$ cat src/hdl/msct_pkg.sv
// package for the mongolian script transliterator
// holds the word types, the queue entry type and the letter table; no dependencies
package msct_pkg;

  // input word: one code point
  typedef struct packed {
    logic [20:0] code_point;
    logic        string_start;
  } in_word_t;

  // result word: one output byte
  typedef struct packed {
    logic [7:0] out_byte;
    logic       run_last;
  } out_word_t;

  // bytes of one item, oldest in slot 0, cnt of them valid (1..5)
  typedef struct packed {
    logic [4:0][7:0] bytes;
    logic [2:0]      cnt;
  } entry_t;

  // queue status between the queue and its neighbors
  typedef struct packed {
    logic full;
    logic empty;
  } q_status_t;

  // one table entry: zero, one or two latin characters
  typedef struct packed {
    logic [1:0] len;
    logic [7:0] b0;
    logic [7:0] b1;
  } latin_t;

  localparam logic [20:0] MONG_FIRST = 21'h01810;
  localparam logic [20:0] MONG_LAST  = 21'h01842;
  localparam logic [20:0] CP_NNBSP   = 21'h0202F;
  localparam logic [20:0] CP_MVS     = 21'h0180E;
  localparam logic [20:0] CP_SPACE   = 21'h00020;
  localparam logic [20:0] CP_MAX     = 21'h10FFFF;
  localparam logic [20:0] SURR_FIRST = 21'h0D800;
  localparam logic [20:0] SURR_LAST  = 21'h0DFFF;
  localparam logic [7:0]  CH_SPACE   = 8'h20;
  localparam logic [7:0]  CH_DASH    = 8'h2D;

  function automatic latin_t mk(input logic [1:0] len, input logic [7:0] b0,
                                input logic [7:0] b1);
    latin_t r;
    r.len = len;
    r.b0  = b0;
    r.b1  = b1;
    return r;
  endfunction

  // latin spelling of U+1810 + idx
  function automatic latin_t latin_of(input logic [5:0] idx);
    latin_t r;
    unique case (idx)
      6'd0:    r = mk(2'd1, "0", 8'h00);
      6'd1:    r = mk(2'd1, "1", 8'h00);
      6'd2:    r = mk(2'd1, "2", 8'h00);
      6'd3:    r = mk(2'd1, "3", 8'h00);
      6'd4:    r = mk(2'd1, "4", 8'h00);
      6'd5:    r = mk(2'd1, "5", 8'h00);
      6'd6:    r = mk(2'd1, "6", 8'h00);
      6'd7:    r = mk(2'd1, "7", 8'h00);
      6'd8:    r = mk(2'd1, "8", 8'h00);
      6'd9:    r = mk(2'd1, "9", 8'h00);
      6'd16:   r = mk(2'd1, "a", 8'h00);
      6'd17:   r = mk(2'd1, "e", 8'h00);
      6'd18:   r = mk(2'd1, "i", 8'h00);
      6'd19:   r = mk(2'd1, "0", 8'h00);
      6'd20:   r = mk(2'd1, "u", 8'h00);
      6'd21:   r = mk(2'd1, "o", 8'h00);
      6'd22:   r = mk(2'd1, "v", 8'h00);
      6'd23:   r = mk(2'd1, "e", 8'h00);
      6'd24:   r = mk(2'd1, "n", 8'h00);
      6'd25:   r = mk(2'd2, "n", "g");
      6'd26:   r = mk(2'd1, "b", 8'h00);
      6'd27:   r = mk(2'd1, "p", 8'h00);
      6'd28:   r = mk(2'd1, "h", 8'h00);
      6'd29:   r = mk(2'd1, "g", 8'h00);
      6'd30:   r = mk(2'd1, "m", 8'h00);
      6'd31:   r = mk(2'd1, "l", 8'h00);
      6'd32:   r = mk(2'd1, "s", 8'h00);
      6'd33:   r = mk(2'd2, "s", "h");
      6'd34:   r = mk(2'd1, "t", 8'h00);
      6'd35:   r = mk(2'd1, "d", 8'h00);
      6'd36:   r = mk(2'd2, "c", "h");
      6'd37:   r = mk(2'd1, "j", 8'h00);
      6'd38:   r = mk(2'd1, "y", 8'h00);
      6'd39:   r = mk(2'd1, "r", 8'h00);
      6'd40:   r = mk(2'd1, "w", 8'h00);
      6'd41:   r = mk(2'd1, "f", 8'h00);
      6'd42:   r = mk(2'd1, "k", 8'h00);
      6'd43:   r = mk(2'd2, "k", "h");
      6'd44:   r = mk(2'd2, "t", "s");
      6'd45:   r = mk(2'd2, "d", "z");
      6'd46:   r = mk(2'd1, "h", 8'h00);
      6'd47:   r = mk(2'd1, "z", 8'h00);
      6'd48:   r = mk(2'd2, "l", "h");
      6'd49:   r = mk(2'd2, "z", "h");
      6'd50:   r = mk(2'd2, "c", "h");
      default: r = mk(2'd0, 8'h00, 8'h00);
    endcase
    return r;
  endfunction

endpackage

$ cat src/hdl/mongolian_script_transliterator_unit.sv
// an accepted item is registered first in the queue and then in the output stage
// throughput: one result byte per cycle while pop is held; an item yields 0 to 5 bytes,
//   handed out one at a time by the output stage; items yielding no byte skip the queue
// a two-entry queue lets the front take new items while the back still hands out bytes
// reset: synchronous, clears the separator flag, the byte count, the queue and the output
module mongolian_script_transliterator_unit #(
  parameter int OUTPUT_BYTES = 512
) (
  input  logic                clk,
  input  logic                rst,
  input  logic                push,
  output logic                full,
  input  msct_pkg::in_word_t  item,
  output logic                empty,
  input  logic                pop,
  output msct_pkg::out_word_t result
);

  logic                accept;
  logic                q_push;
  logic                q_pop;
  msct_pkg::entry_t    q_wdata;
  msct_pkg::entry_t    q_rdata;
  msct_pkg::q_status_t q_status;

  assign full   = q_status.full;
  assign accept = push && !full;

  // classify and build byte lists
  msct_front #(
    .OUTPUT_BYTES(OUTPUT_BYTES)
  ) u_front (
    .clk    (clk),
    .rst    (rst),
    .accept (accept),
    .item   (item),
    .q_push (q_push),
    .q_data (q_wdata)
  );

  // decoupling queue
  msct_fifo #(
    .DEPTH(2)
  ) u_fifo (
    .clk    (clk),
    .rst    (rst),
    .wr     (q_push),
    .wdata  (q_wdata),
    .rd     (q_pop),
    .rdata  (q_rdata),
    .status (q_status)
  );

  // serialize bytes
  msct_back u_back (
    .clk      (clk),
    .rst      (rst),
    .q_status (q_status),
    .q_data   (q_rdata),
    .q_pop    (q_pop),
    .empty    (empty),
    .pop      (pop),
    .result   (result)
  );

endmodule

$ cat src/hdl/msct_front.sv
// front end: accepts code points, classifies them, builds the byte list
// of each item and applies the output byte limit; uses msct_pkg
module msct_front #(
  parameter int OUTPUT_BYTES = 512
) (
  input  logic              clk,
  input  logic              rst,
  input  logic              accept,
  input  msct_pkg::in_word_t item,
  output logic              q_push,
  output msct_pkg::entry_t  q_data
);

  localparam int CW = (OUTPUT_BYTES > 2) ? $clog2(OUTPUT_BYTES) : 1;
  localparam int WW = (CW > 3) ? CW : 3;
  localparam logic [CW-1:0] LIMIT = CW'(OUTPUT_BYTES - 1);

  logic          pending_dash;
  logic [CW-1:0] bytes_emitted;

  logic [20:0]     cp;
  logic [20:0]     off;
  logic            pend_eff;
  logic [CW-1:0]   be_eff;
  logic            is_space;
  logic            is_sep;
  logic            is_bad;
  logic            dash;
  logic            pending_next;
  msct_pkg::latin_t lat;
  logic [3:0][7:0] body;
  logic [2:0]      blen;
  logic [4:0][7:0] list;
  logic [2:0]      n;
  logic [CW-1:0]   rem;
  logic [WW-1:0]   rem_w;
  logic [WW-1:0]   n_w;
  logic [WW-1:0]   k_w;

  // classify the code point
  always_comb begin
    cp       = item.code_point;
    off      = cp - msct_pkg::MONG_FIRST;
    pend_eff = item.string_start ? 1'b0 : pending_dash;
    be_eff   = item.string_start ? '0 : bytes_emitted;
    is_space = (cp == msct_pkg::CP_SPACE);
    is_sep   = (cp == msct_pkg::CP_NNBSP) || (cp == msct_pkg::CP_MVS);
    is_bad   = (cp == '0) || (cp > msct_pkg::CP_MAX) ||
               ((cp >= msct_pkg::SURR_FIRST) && (cp <= msct_pkg::SURR_LAST));
    lat      = msct_pkg::latin_of(off[5:0]);
    if (!((cp >= msct_pkg::MONG_FIRST) && (cp <= msct_pkg::MONG_LAST))) begin
      lat.len = 2'd0;
    end
  end

  // body bytes: space, table letters or utf-8; separators and invalid code points give none
  always_comb begin
    body = '0;
    blen = 3'd0;
    if (is_space) begin
      body[0] = msct_pkg::CH_SPACE;
      blen    = 3'd1;
    end else if (is_sep) begin
      blen = 3'd0;
    end else if (lat.len != 2'd0) begin
      body[0] = lat.b0;
      body[1] = lat.b1;
      blen    = {1'b0, lat.len};
    end else if (is_bad) begin
      blen = 3'd0;
    end else if (cp < 21'h80) begin
      body[0] = cp[7:0];
      blen    = 3'd1;
    end else if (cp < 21'h800) begin
      body[0] = {3'b110, cp[10:6]};
      body[1] = {2'b10, cp[5:0]};
      blen    = 3'd2;
    end else if (cp < 21'h10000) begin
      body[0] = {4'b1110, cp[15:12]};
      body[1] = {2'b10, cp[11:6]};
      body[2] = {2'b10, cp[5:0]};
      blen    = 3'd3;
    end else begin
      body[0] = {5'b11110, cp[20:18]};
      body[1] = {2'b10, cp[17:12]};
      body[2] = {2'b10, cp[11:6]};
      body[3] = {2'b10, cp[5:0]};
      blen    = 3'd4;
    end
  end

  // dash in front, then cut at the byte limit
  always_comb begin
    dash         = pend_eff && !is_space;
    pending_next = is_sep;
    if (dash) begin
      list = {body, msct_pkg::CH_DASH};
      n    = blen + 3'd1;
    end else begin
      list = {8'h00, body};
      n    = blen;
    end
    rem   = LIMIT - be_eff;
    rem_w = WW'(rem);
    n_w   = WW'(n);
    k_w   = (n_w < rem_w) ? n_w : rem_w;
    q_data.bytes = list;
    q_data.cnt   = k_w[2:0];
    q_push       = accept && (k_w != '0);
  end

  // separator flag and byte count
  always_ff @(posedge clk) begin
    if (rst) begin
      pending_dash  <= 1'b0;
      bytes_emitted <= '0;
    end else if (accept) begin
      pending_dash  <= pending_next;
      bytes_emitted <= be_eff + CW'(k_w);
    end
  end

endmodule

$ cat src/hdl/msct_fifo.sv
// short queue of byte-list entries between front and back ends
// flop storage, one write and one read per cycle; uses msct_pkg
module msct_fifo #(
  parameter int DEPTH = 2
) (
  input  logic                clk,
  input  logic                rst,
  input  logic                wr,
  input  msct_pkg::entry_t    wdata,
  input  logic                rd,
  output msct_pkg::entry_t    rdata,
  output msct_pkg::q_status_t status
);

  localparam int PW = (DEPTH > 1) ? $clog2(DEPTH) : 1;
  localparam int CW = $clog2(DEPTH + 1);

  msct_pkg::entry_t store [DEPTH];
  logic [PW-1:0]    wptr;
  logic [PW-1:0]    rptr;
  logic [CW-1:0]    count;
  logic             do_wr;
  logic             do_rd;

  assign status.full  = (count == CW'(DEPTH));
  assign status.empty = (count == '0);
  assign do_wr        = wr && !status.full;
  assign do_rd        = rd && !status.empty;
  assign rdata        = store[rptr];

  // entry storage
  always_ff @(posedge clk) begin
    if (do_wr) begin
      store[wptr] <= wdata;
    end
  end

  // pointers and fill count
  always_ff @(posedge clk) begin
    if (rst) begin
      wptr  <= '0;
      rptr  <= '0;
      count <= '0;
    end else begin
      if (do_wr) begin
        wptr <= (wptr == PW'(DEPTH - 1)) ? '0 : wptr + PW'(1);
      end
      if (do_rd) begin
        rptr <= (rptr == PW'(DEPTH - 1)) ? '0 : rptr + PW'(1);
      end
      count <= count + CW'(do_wr) - CW'(do_rd);
    end
  end

endmodule

$ cat src/hdl/msct_back.sv
// back end: takes byte-list entries from the queue and hands out one
// byte per word, marking the last byte of each item; uses msct_pkg
module msct_back (
  input  logic                clk,
  input  logic                rst,
  input  msct_pkg::q_status_t q_status,
  input  msct_pkg::entry_t    q_data,
  output logic                q_pop,
  output logic                empty,
  input  logic                pop,
  output msct_pkg::out_word_t result
);

  msct_pkg::entry_t cur;
  logic [2:0]       pos;
  logic             cur_valid;
  logic             last;
  logic             take;

  assign last  = (pos + 3'd1) == cur.cnt;
  assign take  = pop && cur_valid;
  assign q_pop = !q_status.empty && (!cur_valid || (take && last));
  assign empty = !cur_valid;
  assign result.out_byte = cur.bytes[pos];
  assign result.run_last = last;

  // current entry and byte position
  always_ff @(posedge clk) begin
    if (rst) begin
      cur_valid <= 1'b0;
      pos       <= 3'd0;
    end else if (q_pop) begin
      cur_valid <= 1'b1;
      pos       <= 3'd0;
    end else if (take) begin
      if (last) begin
        cur_valid <= 1'b0;
        pos       <= 3'd0;
      end else begin
        pos <= pos + 3'd1;
      end
    end
  end

  always_ff @(posedge clk) begin
    if (q_pop) begin
      cur <= q_data;
    end
  end

  // a held entry always has bytes and the position stays inside it
  a_cnt_nonzero: assert property (@(posedge clk) disable iff (rst)
    cur_valid |-> (cur.cnt != 3'd0) && (cur.cnt <= 3'd5))
    else $error("held entry has a bad byte count");

  a_pos_inside: assert property (@(posedge clk) disable iff (rst)
    cur_valid |-> (pos < cur.cnt))
    else $error("byte position past end of entry");

  // taking a middle byte keeps the same entry and moves one position on
  a_pos_step: assert property (@(posedge clk) disable iff (rst)
    (take && !last) |=> cur_valid && (pos == $past(pos) + 3'd1))
    else $error("byte position did not advance");

  // with the queue empty, taking the last byte drains the back end
  a_drain: assert property (@(posedge clk) disable iff (rst)
    (take && last && q_status.empty) |=> !cur_valid)
    else $error("back end still holds a word after its last byte");

endmodule
$ cat config.mk
export PLATFORM = sky130hd
export DESIGN_NAME = mongolian_script_transliterator_unit
export DESIGN_NICKNAME = d
export VERILOG_FILES = /design/src/hdl/msct_pkg.sv /design/src/hdl/mongolian_script_transliterator_unit.sv /design/src/hdl/msct_front.sv /design/src/hdl/msct_fifo.sv /design/src/hdl/msct_back.sv
export SDC_FILE = /design/constraint.sdc
export NUM_CORES = 1
export LEC_CHECK = 0
export ABC_CLOCK_PERIOD_IN_PS = 9070
export BUFFER_PORTS_ARGS = -buffer_cell sky130_fd_sc_hd__buf_2
export CORE_UTILIZATION = 35
export DETAILED_ROUTE_END_ITERATION = 8
export GPL_ROUTABILITY_DRIVEN = 0
export PLACE_DENSITY = 0.53
export SLEW_MARGIN = 20
export SYNTH_ARGS = -nofsm -noshare
export SYNTH_HDL_FRONTEND = slang
export SYNTH_SLANG_ARGS = --single-unit
$ cat constraint.sdc
create_clock -name clk -period 9.07 [get_ports clk]
set_input_delay 1.3605 -clock clk [delete_from_list [all_inputs] [get_ports clk]]
set_output_delay 1.3605 -clock clk [all_outputs]
set_load 0.01 [all_outputs]
==> summary.md <==
| Metric | Value |
|---|---|
| Outcome | finished clean |
| Core ar. | 0.02176 mm2 |
| Final worst slack | between 1 and 1.5 ns |
| CTS clk-pin slew, worst paths | around 0.060 ns |
| Post-DP Area | about 0.0081 mm2 |
| Seq pwr share | 0.484 |
| Critical Path Start Type | primary input |
| RSZ-0062 raised after global routing | no |
| CP peak stage delay | approximately 0.70 ns |
| Synth Area in Adders | 0.03481 |
| Maxcap violations | 0 |
| Placed cell count | between 900 and 1000 |
| Dpl ws | between 1 and 1.5 ns |
| DR vias/cell | between 5 and 6 |
| Max rail drop VDD | 0.09696 mV |
| Gate power share | 0.204 |
| Pin count of the biggest net entering global routing | 45 |
| Starting DRC count in detailed routing | approximately 510 |
| Register bit count reported by yosys | between 100 and 150 |
| # Post-CTS Setup Buffers | 0 |
| First-pass GRT wire length | about 30000 um |
| Predominant post-synthesis flop cell | edfxtp_1 |
| Via total after detailed routing | 5781 |
| Complex-gate fraction of the synthesized area | 0.1541 |
| Endpoints failing setup | 0 |
| Synth Area per Inst | about 11 um2 |
| Vias in the first global route | roughly 5400 |
| Synth Area in XOR/XNOR | 0.01128 |
| Hold Path Class | register to register |
| # hold bufs at CTS | 0 |
| CTS max path bufs | 2 |
| Die W | 150.9 um |
| Synth warnings | 0 |
| Final std cells w/o fill | 1012 |
| Hpwl dp | 12910 um |
| Most numerous cell in the Yosys netlist | edfxtp_1 |
| H-tree depth | 4 |
| GRT Overall Usage | 0.1725 |
| Arrival time worst endpoint | 7.91 ns |
| Pins Over Slew Limit | 0 |
| Period utilization | 0.8403 |
| Final instance area | ~0.0086 mm2 |
| Post-CTS sizing | 0 |
| Cell count after synthesis | 714 |
| Largest family of logic cells by synthesized area | compound AO/OA/AOI/OAI gates |
| Worst-Skew Late Latency | approximately 0.41 ns |
| Drt wl/cell | between 15 and 20 um |
| Clk network pwr share | 0.312 |
| CP Class | primary input to register |
| Area taken by multi-input logic gates | between 0.003 and 0.004 mm2 |
| Root Driver | clkbuf_16 |
| Proportion of synthesized area in mux cells | 0.09283 |
| Post-synth top area share | 0.4757 |
| Mapped Area | about 0.0078 mm2 |
| Port bufs | 36 |
| Die Span Y | ~150 um |
| Slowest-stage cell, CP | ha_1 |
| Sequential cell area | ~0.004 mm2 |
| Post-synth top cells | edfxtp_1, nand2_1, nor2_1 |
| Post-synth EDFFs | about 120 |
| Register area share after synthesis | 0.5222 |
| Sw power | about 0.53 mW |
| Synth unique cells | slightly above 70 |
| Max-slew headroom | 0.2600 |
| Fin crit period | ~7.6 ns |
| Leakage power | approximately 3 nW |
| Sw Share | 0.2806 |
| Area contributors post-synth | edfxtp_1, mux2_2, dfxtp_1 |
| CP required | 9.36 ns |
| Growth of design area from synthesis to finish | 10.97% |
| Sink Count | 141 |
| Synth Area in Simple Gates | 0.1486 |
| Slew @ Worst Pin | between 1 and 1.5 ns |
| Fmax | 131.2 MHz |
| NumNets Final | between 700 and 800 |
| Initial core utilization | 0.3569 |
| CP Max Fanout | 25 |
| Area leader, netlist | edfxtp_1 |
| CTS tree | yes |
| DR pass1 iterations | 5 |
| Share of cells above drive strength 1 | 0.1749 |
| Async set-reset flop share out of synthesis | 0 |
| Diode count | 0 |
| Nature of the critical path endpoint | register |
| Final Hold Fails | 0 |
| Final WL | around 19000 um |
| Inserted Clock Buffers | 17 |
| DRC | 0 |
| PD cells | between 200 and 250 mW/mm2 |
| DIE AREA | 0.02278 mm2 |
| Post-Syn Nets | approximately 760 |
| Setup Skew | roughly 0.012 ns |
| Final Power | approximately 1.9 mW |
| Initial antenna violation count | 0 |
| Fin Setup TNS | 0 ns |
| Pint | 1.346 mW |
| I/O pins | 37 |
| Fill count | around 2100 |
| Core Rows | 54 |
| Final antenna-violating net count | 0 |
| Gr ovfl total | 0 |
==> cell families (layout without fill, tap and decap cells) <==
| family | Yosys count | after routing |
|---|---|---|
| multiplexers | 64 | 64 |
| adder cells (fa/ha/maj) | 21 | 21 |
| flip-flops | 141 | 141 |
| buffers and inverters | 68 | 86 |
| XOR/XNOR | 10 | 10 |
| AO/OA/AOI/OAI | 182 | 182 |
| AND/OR/NAND/NOR | 228 | 228 |
==> through the flow <==
stage / util / hold WS [ns]
floorplan: - / 0.4318
global placement: 0.3736 / 0.4407
detailed placement: 0.3736 / 0.4462
CTS: 0.3960 / 0.4544
global route: 0.3960 / 0.4893
finish: 0.3960 / 0.4522
==> layer usage <==
metal | track usage | vias up | wire, um
li1 | - | 2699 | -
met3 | 0.03825 | 26 | 1164
met1 | 0.2478 | 2818 | 9108
met5 | 0 | - | 0
met2 | 0.2548 | 238 | 8461
met4 | 0.05800 | 0 | 278
==> registers in the layout (all words and copies together) (netlist names) <==
name / cells
u_back.cur_valid: 1
u_front.bytes_emitted: 9
u_back.cur: 41
u_fifo.wptr: 1
u_front.pending_dash: 1
u_fifo.rptr: 1
u_fifo.store: 82
u_fifo.count: 2
u_back.pos: 3
==> worst paths after layout <==
kind / start / slack, ns / end / cells past startpoint
worst min register to register: u_front.bytes_emitted[1]$_SDFFE_PP0P_ / 0.45 / u_front.bytes_emitted[1]$_SDFFE_PP0P_ / 2
worst max register to register: u_front.pending_dash$_SDFFE_PP0P_ / 4.20 / u_front.bytes_emitted[6]$_SDFFE_PP0P_ / 19
worst max-delay path: item[5] / 1.45 / u_front.bytes_emitted[6]$_SDFFE_PP0P_ / 28
worst min-delay path: u_front.bytes_emitted[1]$_SDFFE_PP0P_ / 0.45 / u_front.bytes_emitted[1]$_SDFFE_PP0P_ / 2
==> area by class of cell <==
cell class | count | area share
Multi-Input combinational cell | 505 | 0.4007
Clock buffer | 19 | 0.05025
Clock inverter | 11 | 0.006390
Sequential cell | 141 | 0.4707
Timing Repair Buffer | 40 | 0.02440
Inverter | 16 | 0.006971
Tap cell | 280 | 0.04066
==> placed cells by master (no fill, tap or decap), drive strengths merged, types with 5 or more instances in the layout <==
master | synthesis | final
nand3 | 15 | 15
o22ai | 9 | 9
a22oi | 12 | 12
a21o | 9 | 9
o31ai | 7 | 7
inv | 15 | 15
mux2 | 44 | 44
mux2i | 18 | 18
and3 | 6 | 6
clkbuf | 40 | 19
nor3 | 23 | 23
ha | 20 | 20
nand4 | 11 | 11
clkinv | 1 | 10
nor4 | 5 | 5
a21oi | 46 | 46
xnor2 | 6 | 6
buf | 12 | 40
nand2b | 8 | 8
edfxtp | 123 | 123
nor2b | 13 | 13
a31oi | 8 | 8
o21ai | 41 | 41
o211ai | 5 | 5
and2 | 7 | 7
or3 | 9 | 9
nand2 | 59 | 59
dfxtp | 18 | 18
nor2 | 59 | 59
==> critical path: cells and delay by family <==
| family | cells | cell delay [ns] |
|---|---|---|
| buffers and inverters | 3 | 0.87 |
| adders and majority gates | 5 | 1.72 |
| AOI/OAI and AO/OA | 12 | 2.39 |
| muxes | 1 | 0.12 |
| and+or+nand+nor | 7 | 1.43 |
==> power by group through the flow <==
stage,clock (mW),sequential [mW],combinational [mW]
final,0.583,0.906,0.382
after global routing,0.621,0.918,0.425
after CTS,0.592,0.908,0.387
after detailed placement,0,0.921,0.385
after global placement,0,0.917,0.379
after floorplan,0,0.894,0.287
Note: power is estimated with default switching activity, not from simulation.
